### config.mk
export PLATFORM = sky130hd
export DESIGN_NAME = output_vc_credit_allocator
export DESIGN_NICKNAME = d
export VERILOG_FILES = /design/src/sv/ovca_pkg.sv /design/src/sv/ovca_ctrl.sv /design/src/sv/ovca_dpath.sv /design/src/sv/output_vc_credit_allocator.sv
export SDC_FILE = /design/constraint.sdc
export NUM_CORES = 1
export LEC_CHECK = 0
export BUFFER_PORTS_ARGS = -buffer_cell sky130_fd_sc_hd__buf_2
export CORE_MARGIN = 10
export CORE_UTILIZATION = 35
export DETAILED_ROUTE_END_ITERATION = 12
export PLACE_DENSITY_LB_ADDON = 0.12
export SYNTH_ARGS = -nofsm -noshare
export SYNTH_HDL_FRONTEND = slang
export SYNTH_SLANG_ARGS = --single-unit
### constraint.sdc
create_clock -name clock -period 3.2 [get_ports clock]
set_clock_uncertainty 0.1 [all_clocks]
set_input_delay 0.16 -clock clock [delete_from_list [all_inputs] [get_ports clock]]
set_output_delay 0.16 -clock clock [all_outputs]
set_load 0.05 [all_outputs]
### src/sv/ovca_pkg.sv
// shared types and constants of the output vc credit allocator
// no dependencies
package ovca_pkg;

   localparam int CMD_W  = 2;
   localparam int VNET_W = 2;
   localparam int VC_W   = 4;

   localparam logic [CMD_W-1:0] CMD_ALLOC  = 2'd0;
   localparam logic [CMD_W-1:0] CMD_CREDIT = 2'd1;
   localparam logic [CMD_W-1:0] CMD_SEND   = 2'd2;
   localparam logic [CMD_W-1:0] CMD_QUERY  = 2'd3;

   typedef struct packed {
      logic capture;
      logic execute;
      logic report;
   } ovca_ctrl_type;

endpackage

### src/sv/ovca_ctrl.sv
// sequencer of the output vc credit allocator: handshakes and step commands
// depends on ovca_pkg
module ovca_ctrl (
   input  logic                   clock,
   input  logic                   reset,
   input  logic                   req_tvalid,
   output logic                   req_tready,
   output logic                   rsp_tvalid,
   input  logic                   rsp_tready,
   output ovca_pkg::ovca_ctrl_type ctrl
);

   localparam logic [1:0] ST_IDLE = 2'd0;
   localparam logic [1:0] ST_EXEC = 2'd1;
   localparam logic [1:0] ST_STAT = 2'd2;
   localparam logic [1:0] ST_SEND = 2'd3;

   logic [1:0] state_ff;
   logic [1:0] state_in;

   always_comb begin
      state_in = state_ff;
      unique case (state_ff)
         ST_IDLE: begin
            if (req_tvalid) begin
               state_in = ST_EXEC;
            end
         end
         ST_EXEC: begin
            state_in = ST_STAT;
         end
         ST_STAT: begin
            state_in = ST_SEND;
         end
         ST_SEND: begin
            if (rsp_tready) begin
               state_in = ST_IDLE;
            end
         end
         default: begin
            state_in = ST_IDLE;
         end
      endcase
   end

   always_ff @(posedge clock) begin
      if (reset) begin
         state_ff <= ST_IDLE;
      end else begin
         state_ff <= state_in;
      end
   end

   assign req_tready   = (state_ff == ST_IDLE);
   assign rsp_tvalid   = (state_ff == ST_SEND);
   assign ctrl.capture = req_tvalid && req_tready;
   assign ctrl.execute = (state_ff == ST_EXEC);
   assign ctrl.report  = (state_ff == ST_STAT);

endmodule

### src/sv/ovca_dpath.sv
// datapath of the output vc credit allocator: vc flags, credit counters, result
// depends on ovca_pkg
module ovca_dpath #(
   parameter int NUM_VNETS      = 4,
   parameter int VCS_PER_VNET   = 4,
   parameter int BUFFERS_PER_VC = 4
) (
   input  logic                          clock,
   input  logic                          reset,
   input  ovca_pkg::ovca_ctrl_type       ctrl,
   input  logic [ovca_pkg::CMD_W-1:0]    cmd,
   input  logic [ovca_pkg::VNET_W-1:0]   vnet,
   input  logic [ovca_pkg::VC_W-1:0]     vc,
   input  logic                          free_signal,
   output logic                          granted,
   output logic [ovca_pkg::VC_W-1:0]     granted_vc,
   output logic                          vc_has_credit,
   output logic                          vnet_has_free,
   output logic                          credit_error
);

   localparam int TOTAL_VCS = NUM_VNETS * VCS_PER_VNET;
   localparam int IDX_W     = (TOTAL_VCS > 1) ? $clog2(TOTAL_VCS) : 1;
   localparam int SUM_W     = IDX_W + 5;
   localparam int PICK_W    = (VCS_PER_VNET > 1) ? $clog2(VCS_PER_VNET) : 1;
   localparam int CR_DEPTH  = (TOTAL_VCS < 16) ? TOTAL_VCS : 16;
   localparam int CR_W      = (CR_DEPTH > 1) ? $clog2(CR_DEPTH) : 1;
   localparam int CW        = $clog2(BUFFERS_PER_VC + 1);

   // latched item
   logic [ovca_pkg::CMD_W-1:0]  cmd_ff;
   logic [ovca_pkg::VNET_W-1:0] vnet_ff;
   logic [ovca_pkg::VC_W-1:0]   vc_ff;
   logic                        fsig_ff;

   // vc state
   logic [TOTAL_VCS-1:0] active_ff;
   logic [TOTAL_VCS-1:0] active_in;
   logic [CW-1:0]        credits_ff [CR_DEPTH];
   logic [CW-1:0]        credits_in [CR_DEPTH];

   // result
   logic                         granted_ff;
   logic                         granted_in;
   logic [ovca_pkg::VC_W-1:0]    gvc_ff;
   logic [ovca_pkg::VC_W-1:0]    gvc_in;
   logic                         err_ff;
   logic                         err_in;
   logic                         hascr_ff;
   logic                         hasfree_ff;

   logic [SUM_W-1:0]        vc_wide;
   logic [SUM_W-1:0]        base_wide;
   logic [SUM_W-1:0]        gsum;
   logic                    vc_ok;
   logic                    vnet_ok;
   logic [IDX_W-1:0]        vidx;
   logic [CR_W-1:0]         cidx;
   logic [IDX_W-1:0]        base;
   logic [VCS_PER_VNET-1:0] grp;
   logic                    found;
   logic [PICK_W-1:0]       pick;
   logic [CW-1:0]           cr;

   assign vc_wide   = SUM_W'(vc_ff);
   assign vc_ok     = vc_wide < SUM_W'(TOTAL_VCS);
   assign vidx      = vc_wide[IDX_W-1:0];
   assign cidx      = vc_wide[CR_W-1:0];
   assign vnet_ok   = SUM_W'(vnet_ff) < SUM_W'(NUM_VNETS);
   assign base_wide = SUM_W'(vnet_ff) * SUM_W'(VCS_PER_VNET);
   assign base      = vnet_ok ? base_wide[IDX_W-1:0] : '0;
   assign grp       = active_ff[base +: VCS_PER_VNET];
   assign cr        = vc_ok ? credits_ff[cidx] : '0;

   // lowest idle vc of the group
   always_comb begin
      found = 1'b0;
      pick  = '0;
      for (int i = VCS_PER_VNET - 1; i >= 0; i--) begin
         if (!grp[i]) begin
            found = 1'b1;
            pick  = PICK_W'(i);
         end
      end
   end

   assign gsum = SUM_W'(base) + SUM_W'(pick);

   always_comb begin
      active_in  = active_ff;
      credits_in = credits_ff;
      granted_in = 1'b0;
      gvc_in     = '0;
      err_in     = 1'b0;
      unique case (cmd_ff)
         ovca_pkg::CMD_ALLOC: begin
            if (vnet_ok && found) begin
               active_in[gsum[IDX_W-1:0]] = 1'b1;
               granted_in                 = 1'b1;
               gvc_in                     = gsum[ovca_pkg::VC_W-1:0];
            end
         end
         ovca_pkg::CMD_CREDIT: begin
            if (vc_ok) begin
               if (cr >= CW'(BUFFERS_PER_VC)) begin
                  err_in = 1'b1;
               end else begin
                  credits_in[cidx] = cr + CW'(1);
               end
               if (fsig_ff) begin
                  active_in[vidx] = 1'b0;
               end
            end
         end
         ovca_pkg::CMD_SEND: begin
            if (vc_ok) begin
               if (cr == '0) begin
                  err_in = 1'b1;
               end else begin
                  credits_in[cidx] = cr - CW'(1);
               end
            end
         end
         ovca_pkg::CMD_QUERY: begin
         end
         default: begin
         end
      endcase
   end

   always_ff @(posedge clock) begin
      if (ctrl.capture) begin
         cmd_ff  <= cmd;
         vnet_ff <= vnet;
         vc_ff   <= vc;
         fsig_ff <= free_signal;
      end
      if (ctrl.execute) begin
         granted_ff <= granted_in;
         gvc_ff     <= gvc_in;
         err_ff     <= err_in;
      end
      if (ctrl.report) begin
         hascr_ff   <= vc_ok && (cr != '0);
         hasfree_ff <= vnet_ok && !(&grp);
      end
   end

   always_ff @(posedge clock) begin
      if (reset) begin
         active_ff <= '0;
         for (int i = 0; i < CR_DEPTH; i++) begin
            credits_ff[i] <= CW'(BUFFERS_PER_VC);
         end
      end else if (ctrl.execute) begin
         active_ff  <= active_in;
         credits_ff <= credits_in;
      end
   end

   assign granted       = granted_ff;
   assign granted_vc    = gvc_ff;
   assign vc_has_credit = hascr_ff;
   assign vnet_has_free = hasfree_ff;
   assign credit_error  = err_ff;

endmodule

### src/sv/output_vc_credit_allocator.sv
// Output-port vc tracker with credit flow control. One item is worked at a
// time. After an item is accepted, the sequencer in ovca_ctrl steps through
// the state update (EXEC) and the status lookup (STAT), then offers the
// result on rsp until the sink takes it. A new item is taken only once the
// sequencer is back in idle, after the last result has left. A stalled sink
// holds the sequencer, and with it the input. State is in flip-flops and is
// ready straight after reset.
// depends on ovca_pkg, ovca_ctrl, ovca_dpath
module output_vc_credit_allocator #(
   parameter int NUM_VNETS      = 4,
   parameter int VCS_PER_VNET   = 4,
   parameter int BUFFERS_PER_VC = 4
) (
   input  logic       clock,
   input  logic       reset,
   input  logic       req_tvalid,
   output logic       req_tready,
   input  logic [7:0] req_tdata,   // vnet[1:0], vc[5:2], free_signal[6], zero[7]
   input  logic [1:0] req_tuser,   // cmd[1:0]
   output logic       rsp_tvalid,
   input  logic       rsp_tready,
   output logic [7:0] rsp_tdata    // granted[0], granted_vc[4:1], vc_has_credit[5],
                                   // vnet_has_free[6], credit_error[7]
);

   ovca_pkg::ovca_ctrl_type ctrl;

   logic                        granted;
   logic [ovca_pkg::VC_W-1:0]   granted_vc;
   logic                        vc_has_credit;
   logic                        vnet_has_free;
   logic                        credit_error;

   ovca_ctrl u_ctrl (
      .clock      (clock),
      .reset      (reset),
      .req_tvalid (req_tvalid),
      .req_tready (req_tready),
      .rsp_tvalid (rsp_tvalid),
      .rsp_tready (rsp_tready),
      .ctrl       (ctrl)
   );

   ovca_dpath #(
      .NUM_VNETS      (NUM_VNETS),
      .VCS_PER_VNET   (VCS_PER_VNET),
      .BUFFERS_PER_VC (BUFFERS_PER_VC)
   ) u_dpath (
      .clock         (clock),
      .reset         (reset),
      .ctrl          (ctrl),
      .cmd           (req_tuser),
      .vnet          (req_tdata[1:0]),
      .vc            (req_tdata[5:2]),
      .free_signal   (req_tdata[6]),
      .granted       (granted),
      .granted_vc    (granted_vc),
      .vc_has_credit (vc_has_credit),
      .vnet_has_free (vnet_has_free),
      .credit_error  (credit_error)
   );

   assign rsp_tdata = {credit_error, vnet_has_free, vc_has_credit, granted_vc, granted};

endmodule

==> flow_summary.yaml, run 1 <==
status:
  status: "finished, final reports clean"
grt:
  antenna_found_initial: 0
  busiest_layer: "met2"
  grt_use_met1_pct: 15.9
  overflow: 0
  grt.met3_usage_pct: 2.98
  grt_max_degree: 43
  met2_usage_pct: 20.5
  first_global_vias: 3085
  grt_use_total_pct: 12.5
  grt_first_pass_wirelength_um: 16300
floorplanning:
  dieWidth_um: 128
  die_y_um: 128
  die_area_um2: 16400
  rows: 39
  io_pins: 24
  start_util_pct: 35.9
  placeableCoreArea_um2: 11400
timing:
  worst_pin_slew_ps: 596
  final.setup.tns_ps: 0
  fin_crit_sh_pct: 96.6
  finalHoldViolations: 0
  rsz0062_at_grt: "no"
  min_period_ps: 3090
  setup_viol: 0
  slew_headroom_pct: 60.3
  drv_slew: 0
  worst_slack_ps: 108
  fmax_mhz: 323
synth:
  synthMuxAreaShare_pct: 20.5
  syn_nets: 414
  yosysWarnings: 0
  synth_cells: 390
  synthDistinctLibCells: 42
  synth-main-ff-cell: "dfxtp_1"
  seq_area_frac_synth_pct: 44.7
  synth-seq-cells: 83
  syn_area_um2: 4100
  synth-simple-area-share_pct: 12.7
  synth-edff-count: 17
  synth_xor_area_share_pct: 0.214
  synth-adder-area-share_pct: 3.06
  synth_compound_area_share_pct: 12.4
  synth_top_family_by_area: "multiplexers"
  async_flop_share_pct: 0
  syn_area_per_cell_um2: 10.5
route:
  drtPass1Iterations: 4
  drc: 0
  wl_um: 10200
  post_drt_wl_per_cell_um: 17.7
  routed-via-count: 3051
  detail-route-antenna-nets: 0
  drt_iter0_markers: 179
  viasPerCell: 5.30
power_and_ir_drop:
  intPower_mw: 2.17
  sw_frac_of_total_pct: 32.6
  power_frac_clock_pct: 36.1
  irDropWorstVdd_mv: 0.316
  power_mw: 3.22
  switchingPower_mw: 1.05
  power.density_nw_per_um2: 649
  leakagePower_nw: 1.92
  pwr-share-comb_pct: 25.4
  seqPwrFrac_pct: 38.5
placed_design:
  place.gp.congestion: 0.787
  port_buffers: 22
  preCtsSetupSlack_ps: -80.4
  hpwlAfterDp_um: 7120
clock_network:
  cts_buffers: 9
  clk_pin_slew_ps: 60
  clk_path_buf_depth: 2
  clock-sinks: 83
  cts.htree.levels: 3
  cts_tree: "done"
  clock-root-buffer: "clkbuf_16"
  clkLatencyLatePin_ps: 340
worst_hold_path:
  hp-class: "in -> reg"
setup_path:
  arrival_ps: 3240
  critPathKind: "reg -> reg"
  critPathLaunchType: "flip-flop"
  cp.required_ps: 3340
  cp-end-kind: "flip-flop"
  crit_fanout: 16
flow_run:
  maxCapViolations: 0
cells_and_area:
  syn_to_final_growth_pct: 21.3
  fin_nets: 452
  diodes: 0
  final_layout_size_suffix_gt1_share_pct: 26.1
placed cells by master (no fill, tap or decap), types with 8 or more instances in the layout:
| master | Yosys | final |
|---|---|---|
| a21oi_1 | 11 | 11 |
| o311ai_0 | 9 | 9 |
| clkbuf_16 | 0 | 10 |
| ha_1 | 10 | 9 |
| buf_2 | 3 | 22 |
| nor2_1 | 33 | 33 |
| a211oi_2 | 8 | 8 |
| buf_4 | 5 | 25 |
| nor3_1 | 11 | 11 |
| mux2i_1 | 39 | 38 |
| o21ai_0 | 14 | 9 |
| dlygate4sd3_1 | 0 | 9 |
| inv_1 | 25 | 24 |
| nand2_1 | 34 | 34 |
| dfxtp_1 | 66 | 66 |
| edfxtp_1 | 17 | 17 |
| mux4_2 | 16 | 16 |
through the flow:
| stage | cell area [um^2] | instances | hold slack [ps] | util [%] |
|---|---|---|---|---|
| final | 4970 | 576 | 108 | 43.5 |
| after global routing | 4970 | 576 | 128 | 43.5 |
| after CTS | 4880 | 574 | 89.9 | 42.7 |
| after detailed placement | 4430 | 549 | 239 | 38.8 |
| after global placement | 4430 | 549 | 238 | 38.8 |
| after floorplan | 4110 | 390 | 159 | - |
logic make-up after synthesis:
kind of cell	Yosys count
adder cells (fa/ha/maj)	10
buffers and inverters	57
multiplexers	63
AND/OR/NAND/NOR	112
XOR/XNOR	1
AO/OA/AOI/OAI	64
flip-flops	83
critical path, cell delays in order (launching register included):
cell and delay (ps):
edfxtp_1 340, buf_6 150, mux4_2 520, mux4_2 490, inv_2 100, ha_4 130, and2_4 140, nor3_1 50
mux2_4 330, o21ba_4 340, a221oi_1 300
power by group through the flow:
| stage | sequential, mW | combinational [mW] | clock [mW] |
|---|---|---|---|
| 2_1_floorplan | 1.28 | 0.554 | 0 |
| 3_3_place_gp | 1.27 | 0.770 | 0 |
| 3_5_place_dp | 1.27 | 0.785 | 0 |
| 4_1_cts | 1.24 | 0.804 | 1.19 |
| 5_1_grt | 1.25 | 0.887 | 1.23 |
| 6_report | 1.24 | 0.819 | 1.16 |
area by class of cell:
type                    instances  area [um^2]
fillers                      1121         6450
multi-input cells             250         2100
flip-flops and latches         83         1830
repair buffers                 59          422
clock buffers                  11          254
well taps                     143          179
inverters                      25         93.8
clock inverters                 5         82.6
synthesized netlist by cell type (10+ instances only):
cell / number / share of area, %
mux2i_1: 39 / 9.5
inv_1: 25 / 2.3
a21oi_1: 11 / 1.3
o21ai_0: 14 / 1.7
nor2_1: 33 / 3.0
dfxtp_1: 66 / 32
mux4_2: 16 / 8.8
nor3_1: 11 / 1.3
clkbuf_1: 17 / 1.6
ha_1: 10 / 3.1
nand2_1: 34 / 3.1
edfxtp_1: 17 / 12
layer usage:
metal / up-vias / routed length (um) / share of wire [%]
met1: 1490 / 4760 / 47
met2: 58 / 4950 / 48
met5: - / 0 / 0
met3: 12 / 363 / 3.6
met4: 0 / 144 / 1.4
li1: 1491 / - / -
flip-flops by register name, summed over array words and instances (netlist names):
signal,cells
u_dpath.active_ff,16
u_dpath.cmd_ff,2
u_dpath.credit_error,1
u_dpath.vnet_ff,2
u_dpath.fsig_ff,1
u_dpath.cidx,4
u_dpath.granted_vc,4
u_dpath.vnet_has_free,1
u_dpath.credits_ff,48
u_dpath.vc_has_credit,1
u_dpath.granted,1
u_ctrl.state_ff,2
worst paths after layout:
kind                                             from                                   to  cells past startpoint  slack [ps]
setup / recovery            u_dpath.cidx[0]$_DFFE_PP_   u_dpath.credits_ff[6]$_SDFFE_PP0P_                     10         110
hold / removal                             rsp_tready      u_ctrl.state_ff[0]$_SDFFE_PP0P_                      4         110
setup reg to reg            u_dpath.cidx[0]$_DFFE_PP_   u_dpath.credits_ff[6]$_SDFFE_PP0P_                     10         110
hold reg to reg   u_dpath.credits_ff[46]$_SDFFE_PP0P_  u_dpath.credits_ff[46]$_SDFFE_PP0P_                      2         360
timing repair:
| action | CTS | global route |
|---|---|---|
| hold buffers | 9 | 0 |
| endpoints found under the setup margin | 12 | 32 |
| buffers inserted | 0 | 3 |
| endpoints found under the hold margin | 9 | 0 |
| pin swaps | 0 | 5 |
| resized for setup | 6 | 21 |
Power figures use the tool's default switching activity.
==> inputs of run 2 (changes only) <==
Settings changed: CAP_MARGIN from default to 30, REMOVE_ABC_BUFFERS from default to 1.
==> run 2 against run 1 <==
  * Die area unchanged
  * Sequential share of layout area up 0.43 points
  * Utilization down 0.50 points
  * Design area down 1.2%
  * Sequential cell count unchanged
==> flow_summary.yaml, run 2 (synthesis results as in run 1) <==
timing:
  finalHoldViolations: 0
  fin_crit_sh_pct: 97.1
  fmax_mhz: 322
  holdWs_ps: 73.8
  slew_headroom_pct: 52.5
  setup_viol: 0
  worst_slack_ps: 93.5
  min_period_ps: 3110
  drv_slew: 0
  worst_pin_slew_ps: 711
  rsz0062_at_grt: "yes"
floorplanning:
  start_util_pct: 35.9
  rows: 39
  die_area_um2: 16400
  die_y_um: 128
  placeableCoreArea_um2: 11400
  io_pins: 24
  dieWidth_um: 128
route:
  routed-wl-met2_um: 4990
  detail-route-antenna-nets: 0
  drtPass1Iterations: 4
  drt_iter0_markers: 217
  post_drt_wl_per_cell_um: 18.0
  wl_um: 10400
  met3_wirelength_um: 338
  wl_met1_um: 4890
  viasPerCell: 5.28
  dr.max_layer_used: "met4"
  routed-via-count: 3037
  drc: 0
cells_and_area:
  top_register: "u_dpath.credits_ff"
  layout_commonest_cell: "dfxtp_1"
  fin_nets: 451
  syn_to_final_growth_pct: 19.9
  top_regs: "u_dpath.credits_ff (48), u_dpath.active_ff (16)"
  final_layout_size_suffix_gt1_share_pct: 25.9
  fill_cells: 1116
  diodes: 0
  final_cell_mix: "66 x dfxtp_1, 39 x mux2i_1, 33 x nand2_1, 33 x nor2_1, 24 x inv_1"
  multi_input_area_um2: 2050
  fin_util_pct: 43.0
  final-seq-area_um2: 1830
  largest_reg_flops: 48
grt:
  grt_use_total_pct: 13.2
  first_global_vias: 3076
  grt_max_degree: 43
  overflow: 0
  grt_first_pass_wirelength_um: 16900
  antenna_found_initial: 0
setup_path:
  reg2reg_slack_ps: 90
  cp-end-kind: "flip-flop"
  max_stage_delay_ps: 510
  r2r-start: "u_dpath.cidx[0]$_DFFE_PP_"
  arrival_ps: 3270
  cpMaxStageDelayCell: "mux4_2"
  critPathLaunchType: "flip-flop"
  reg2reg_depth: 11
  cp.required_ps: 3360
  timing.rr.end: "u_dpath.credits_ff[19]$_SDFFE_PP0P_"
  crit_chain: "buf_6 -> mux4_2 -> mux4_2 -> inv_2 -> ha_2 -> and2_4 -> nor3_1 -> mux2_4 -> buf_4 -> o21ai_2 -> mux2i_1"
  critPathKind: "reg -> reg"
  crit_fanout: 9
  crit_path_frequent_cell: "mux4_2"
worst_hold_path:
  min_from: "rsp_tready"
  hold_end: "u_ctrl.state_ff[0]$_SDFFE_PP0P_"
  hp-class: "in -> reg"
  hold_path_depth: 4
clock_network:
  clkLatencyLatePin_ps: 340
  clk_pin_slew_ps: 60
  cts_buffers: 9
  cts_tree: "done"
  clk_path_buf_depth: 2
  cts.htree.levels: 3
  clock-sinks: 83
  clock-root-buffer: "clkbuf_16"
placed_design:
  hpwlAfterDp_um: 7270
  preCtsSetupSlack_ps: -124
  place.gp.congestion: 0.773
  port_buffers: 22
flow_run:
  maxCapViolations: 0
power_and_ir_drop:
  power_frac_clock_pct: 34.0
  power.density_nw_per_um2: 633
  irDropWorstVdd_mv: 0.319
  intPower_mw: 2.05
  seqPwrFrac_pct: 39.9
  switchingPower_mw: 1.05
  leakagePower_nw: 1.92
  pwr-share-comb_pct: 26.1
  sw_frac_of_total_pct: 33.9
status:
  status: "finished, final reports clean"
## run 2: area by class of cell
cell class | instances | share of cell area, %
timing repair buffer | 58 | 9.20
clock buffer | 9 | 4.59
multi-input combinational | 250 | 41.8
inverter | 25 | 1.91
tap | 143 | 3.64
sequential | 83 | 37.3
clock inverter | 7 | 1.55
## run 2: worst max-delay path by stage
stage,slack (ps),to,startpoint
2_1_floorplan,-420,u_dpath.credits_ff[0]$_SDFFE_PP0P_,u_dpath.cidx[0]$_DFFE_PP_
3_3_place_gp,-80,u_dpath.credits_ff[44]$_SDFFE_PP1P_,u_dpath.cidx[0]$_DFFE_PP_
3_5_place_dp,-120,u_dpath.credits_ff[30]$_SDFFE_PP0P_,u_dpath.cidx[0]$_DFFE_PP_
4_1_cts,30,u_dpath.credits_ff[30]$_SDFFE_PP0P_,u_dpath.cidx[0]$_DFFE_PP_
5_1_grt,-40,u_dpath.credits_ff[19]$_SDFFE_PP0P_,u_dpath.cidx[0]$_DFFE_PP_
6_report,90,u_dpath.credits_ff[19]$_SDFFE_PP0P_,u_dpath.cidx[0]$_DFFE_PP_
## run 2: power by group through the flow
| stage | combinational (mW) | clock (mW) | sequential, mW |
|---|---|---|---|
| 2_1_floorplan | 0.396 | 0 | 1.38 |
| 6_report | 0.811 | 1.06 | 1.24 |
| 3_5_place_dp | 0.772 | 0 | 1.27 |
| 5_1_grt | 0.886 | 1.11 | 1.25 |
| 4_1_cts | 0.803 | 1.08 | 1.24 |
| 3_3_place_gp | 0.767 | 0 | 1.27 |
## run 2: what timing repair did
| item | in CTS | in global routing |
|---|---|---|
| hold endpoints to repair | 9 | 0 |
| resized for setup | 3 | 15 |
| hold buffers | 9 | 0 |
| endpoints found under the setup margin | 45 | 40 |
| buffers inserted | 2 | 1 |
## run 2: routing by layer
metal,global-route usage (%),up-vias
li1,-,1488
met1,17.4,1485
met2,20.5,48
met3,3.14,16
met4,4.77,0
met5,0,-
## run 2: critical path, delay by kind of cell, from the launching register on
kind	cells	cell delay, ps
and+or+nand+nor	2	190
AOI/OAI and AO/OA	1	290
buffers and inverters	3	410
DFF	1	340
muxes	4	1520
adders and majority gates	1	180
## run 2: stage by stage
stage | setup TNS, ps | area [um^2] | cells | power [mW]
after detailed placement | -2560 | 4440 | 547 | 2.05
after global routing | -154 | 4910 | 575 | 3.25
after global placement | -1050 | 4440 | 547 | 2.04
after floorplan | -10810 | 3930 | 358 | 1.77
after CTS | 0 | 4850 | 574 | 3.12
final | 0 | 4910 | 575 | 3.11
==> inputs of run 3 (changes only) <==
Settings changed: CORE_UTILIZATION 35 to 52, MAX_ROUTING_LAYER from default to met4.
Clock period 3.2 ns to 3.62 ns, I/O delays scaled along.
==> run 3 against run 2 <==
  * Critical path depth is 1 lower
  * Utilization is 17 points higher
  * Routed wire length is 8.0% lower
  * Critical endpoint is now u_dpath.credits_ff[12]$_SDFFE_PP0P_
  * First-iteration DRC count is 2.8% lower
  * Critical path type unchanged
  * Design area is 6.5% lower
  * Sequential cell count stayed put
  * Cell count is 9.4% lower
  * Non-clock buffer count is 13 lower
==> flow_summary.yaml, run 3 (synthesis results as in run 1) <==
placed_design:
  place.gp.congestion: 0.839
  port_buffers: 22
  hpwlAfterDp_um: 6570
  dp.cells: 496
grt:
  grt_use_total_pct: 17.3
  grt.met3_usage_pct: 2.48
  grt_use_met1_pct: 21.4
  met2_usage_pct: 28.0
  overflow: 0
  first_global_vias: 3047
  grt_first_pass_wirelength_um: 15500
  antenna_found_initial: 0
  busiest_layer: "met2"
  grt_max_degree: 43
setup_path:
  critPathLaunchType: "flip-flop"
  crit_fanout: 20
  cp.required_ps: 3780
  cp-end-kind: "flip-flop"
  critPathKind: "reg -> reg"
  arrival_ps: 3500
clock_network:
  clock-root-buffer: "clkbuf_8"
  cts_tree: "done"
  clkLatencyLatePin_ps: 350
  post_cts_buffers: 0
  clock-sinks: 83
  clk_pin_slew_ps: 90
  cts.htree.levels: 3
  clk_path_buf_depth: 2
  cts_buffers: 9
cells_and_area:
  final_cells: 521
  multi_input_area_um2: 2000
  top_register: "u_dpath.credits_ff"
  top_regs: "u_dpath.credits_ff (48), u_dpath.active_ff (16)"
  fin_nets: 438
  syn_to_final_growth_pct: 12.0
  final_layout_size_suffix_gt1_share_pct: 21.5
  fill_cells: 684
  largest_reg_flops: 48
  final-seq-area_um2: 1830
  fin_util_pct: 59.7
  final_cell_mix: "66 x dfxtp_1, 39 x mux2i_1, 34 x nand2_1"
  diodes: 0
  layout_commonest_cell: "dfxtp_1"
flow_run:
  maxCapViolations: 0
floorplanning:
  die_area_um2: 11800
  rows: 32
  io_pins: 24
  placeableCoreArea_um2: 7690
  start_util_pct: 53.3
  dieWidth_um: 109
  die_y_um: 109
timing:
  worst_pin_slew_ps: 570
  final.setup.tns_ps: 0
  rsz0062_at_grt: "no"
  setup_viol: 0
  min_period_ps: 3340
  finalHoldViolations: 0
  slew_headroom_pct: 62.0
  fmax_mhz: 299
  drv_slew: 0
  fin_crit_sh_pct: 92.3
  holdWs_ps: 101
route:
  viasPerCell: 5.83
  routed-via-count: 3035
  wl_um: 9540
  post_drt_wl_per_cell_um: 18.3
  drt_iter0_markers: 211
  drtPass1Iterations: 5
  detail-route-antenna-nets: 0
  drc: 0
power_and_ir_drop:
  leakagePower_nw: 1.79
  irDropWorstVdd_mv: 0.440
  power.density_nw_per_um2: 536
status:
  status: "finished, final reports clean"
worst_hold_path:
  hp-class: "in -> reg"
[run 3: changes by cell type in the layout (fill, tap and decap cells not counted), moves of 2 or more]
cell       change
buf_4          -9
clkbuf_8       +9
clkbuf_16      -7
a221oi_1       +6
a221oi_2       -6
o21ai_0        +3
o21ai_1        -3
buf_12         -2
[run 3: layer usage]
metal  wire length, um  vias to the layer above
met5                 0                        -
met4               129                        0
met3               440                       10
met2              4660                       95
met1              4310                     1466
li1                  -                     1464
[run 3: path summary, 6_finish.rpt]
| kind | from | slack (ps) | to | cells past startpoint |
|---|---|---|---|---|
| max | u_dpath.cidx[0]$_DFFE_PP_ | 280 | u_dpath.credits_ff[12]$_SDFFE_PP0P_ | 10 |
| min reg2reg | u_dpath.credits_ff[40]$_SDFFE_PP0P_ | 360 | u_dpath.credits_ff[40]$_SDFFE_PP0P_ | 2 |
| max reg2reg | u_dpath.cidx[0]$_DFFE_PP_ | 280 | u_dpath.credits_ff[12]$_SDFFE_PP0P_ | 10 |
| min | rsp_tready | 100 | u_ctrl.state_ff[0]$_SDFFE_PP0P_ | 4 |
[run 3: per-stage QoR]
step / total power, mW / setup slack [ps] / instance area (um^2)
2_1_floorplan: 1.57 / -2.55 / 3930
6_report: 2.46 / 279 / 4590
4_1_cts: 2.47 / 97.9 / 4590
3_5_place_dp: 1.78 / 134 / 4280
3_3_place_gp: 1.77 / 183 / 4280
5_1_grt: 2.58 / 90.2 / 4590
[run 3: layout make-up]
| type | count | area share (%) |
|---|---|---|
| well taps | 102 | 2.78 |
| flip-flops and latches | 83 | 39.9 |
| multi-input cells | 250 | 43.7 |
| clock buffers | 11 | 3.79 |
| inverters | 25 | 2.05 |
| repair buffers | 45 | 6.93 |
| clock inverters | 5 | 0.873 |
[run 3: timing repair]
| action | CTS | global route |
|---|---|---|
| resized for setup | 0 | 2 |
| setup endpoints to repair | 0 | 8 |
| hold buffers | 9 | 0 |
| endpoints found under the hold margin | 9 | 0 |
[run 3: where the power goes]
| group | switching (mW) | internal, mW | total (mW) |
|---|---|---|---|
| Sequential | 0.0633 | 1.03 | 1.10 |
| Combinational | 0.456 | 0.208 | 0.664 |
| Clock | 0.359 | 0.338 | 0.697 |
[run 3: critical path: stages, from the launching register on]
cell and delay, ps:
edfxtp_1 380, buf_12 190, mux4_2 510, mux4_2 510, inv_1 100, ha_1 150, and2_1 160, nor2_1 50
mux2_2 360, o21ba_2 390, a221oi_1 340
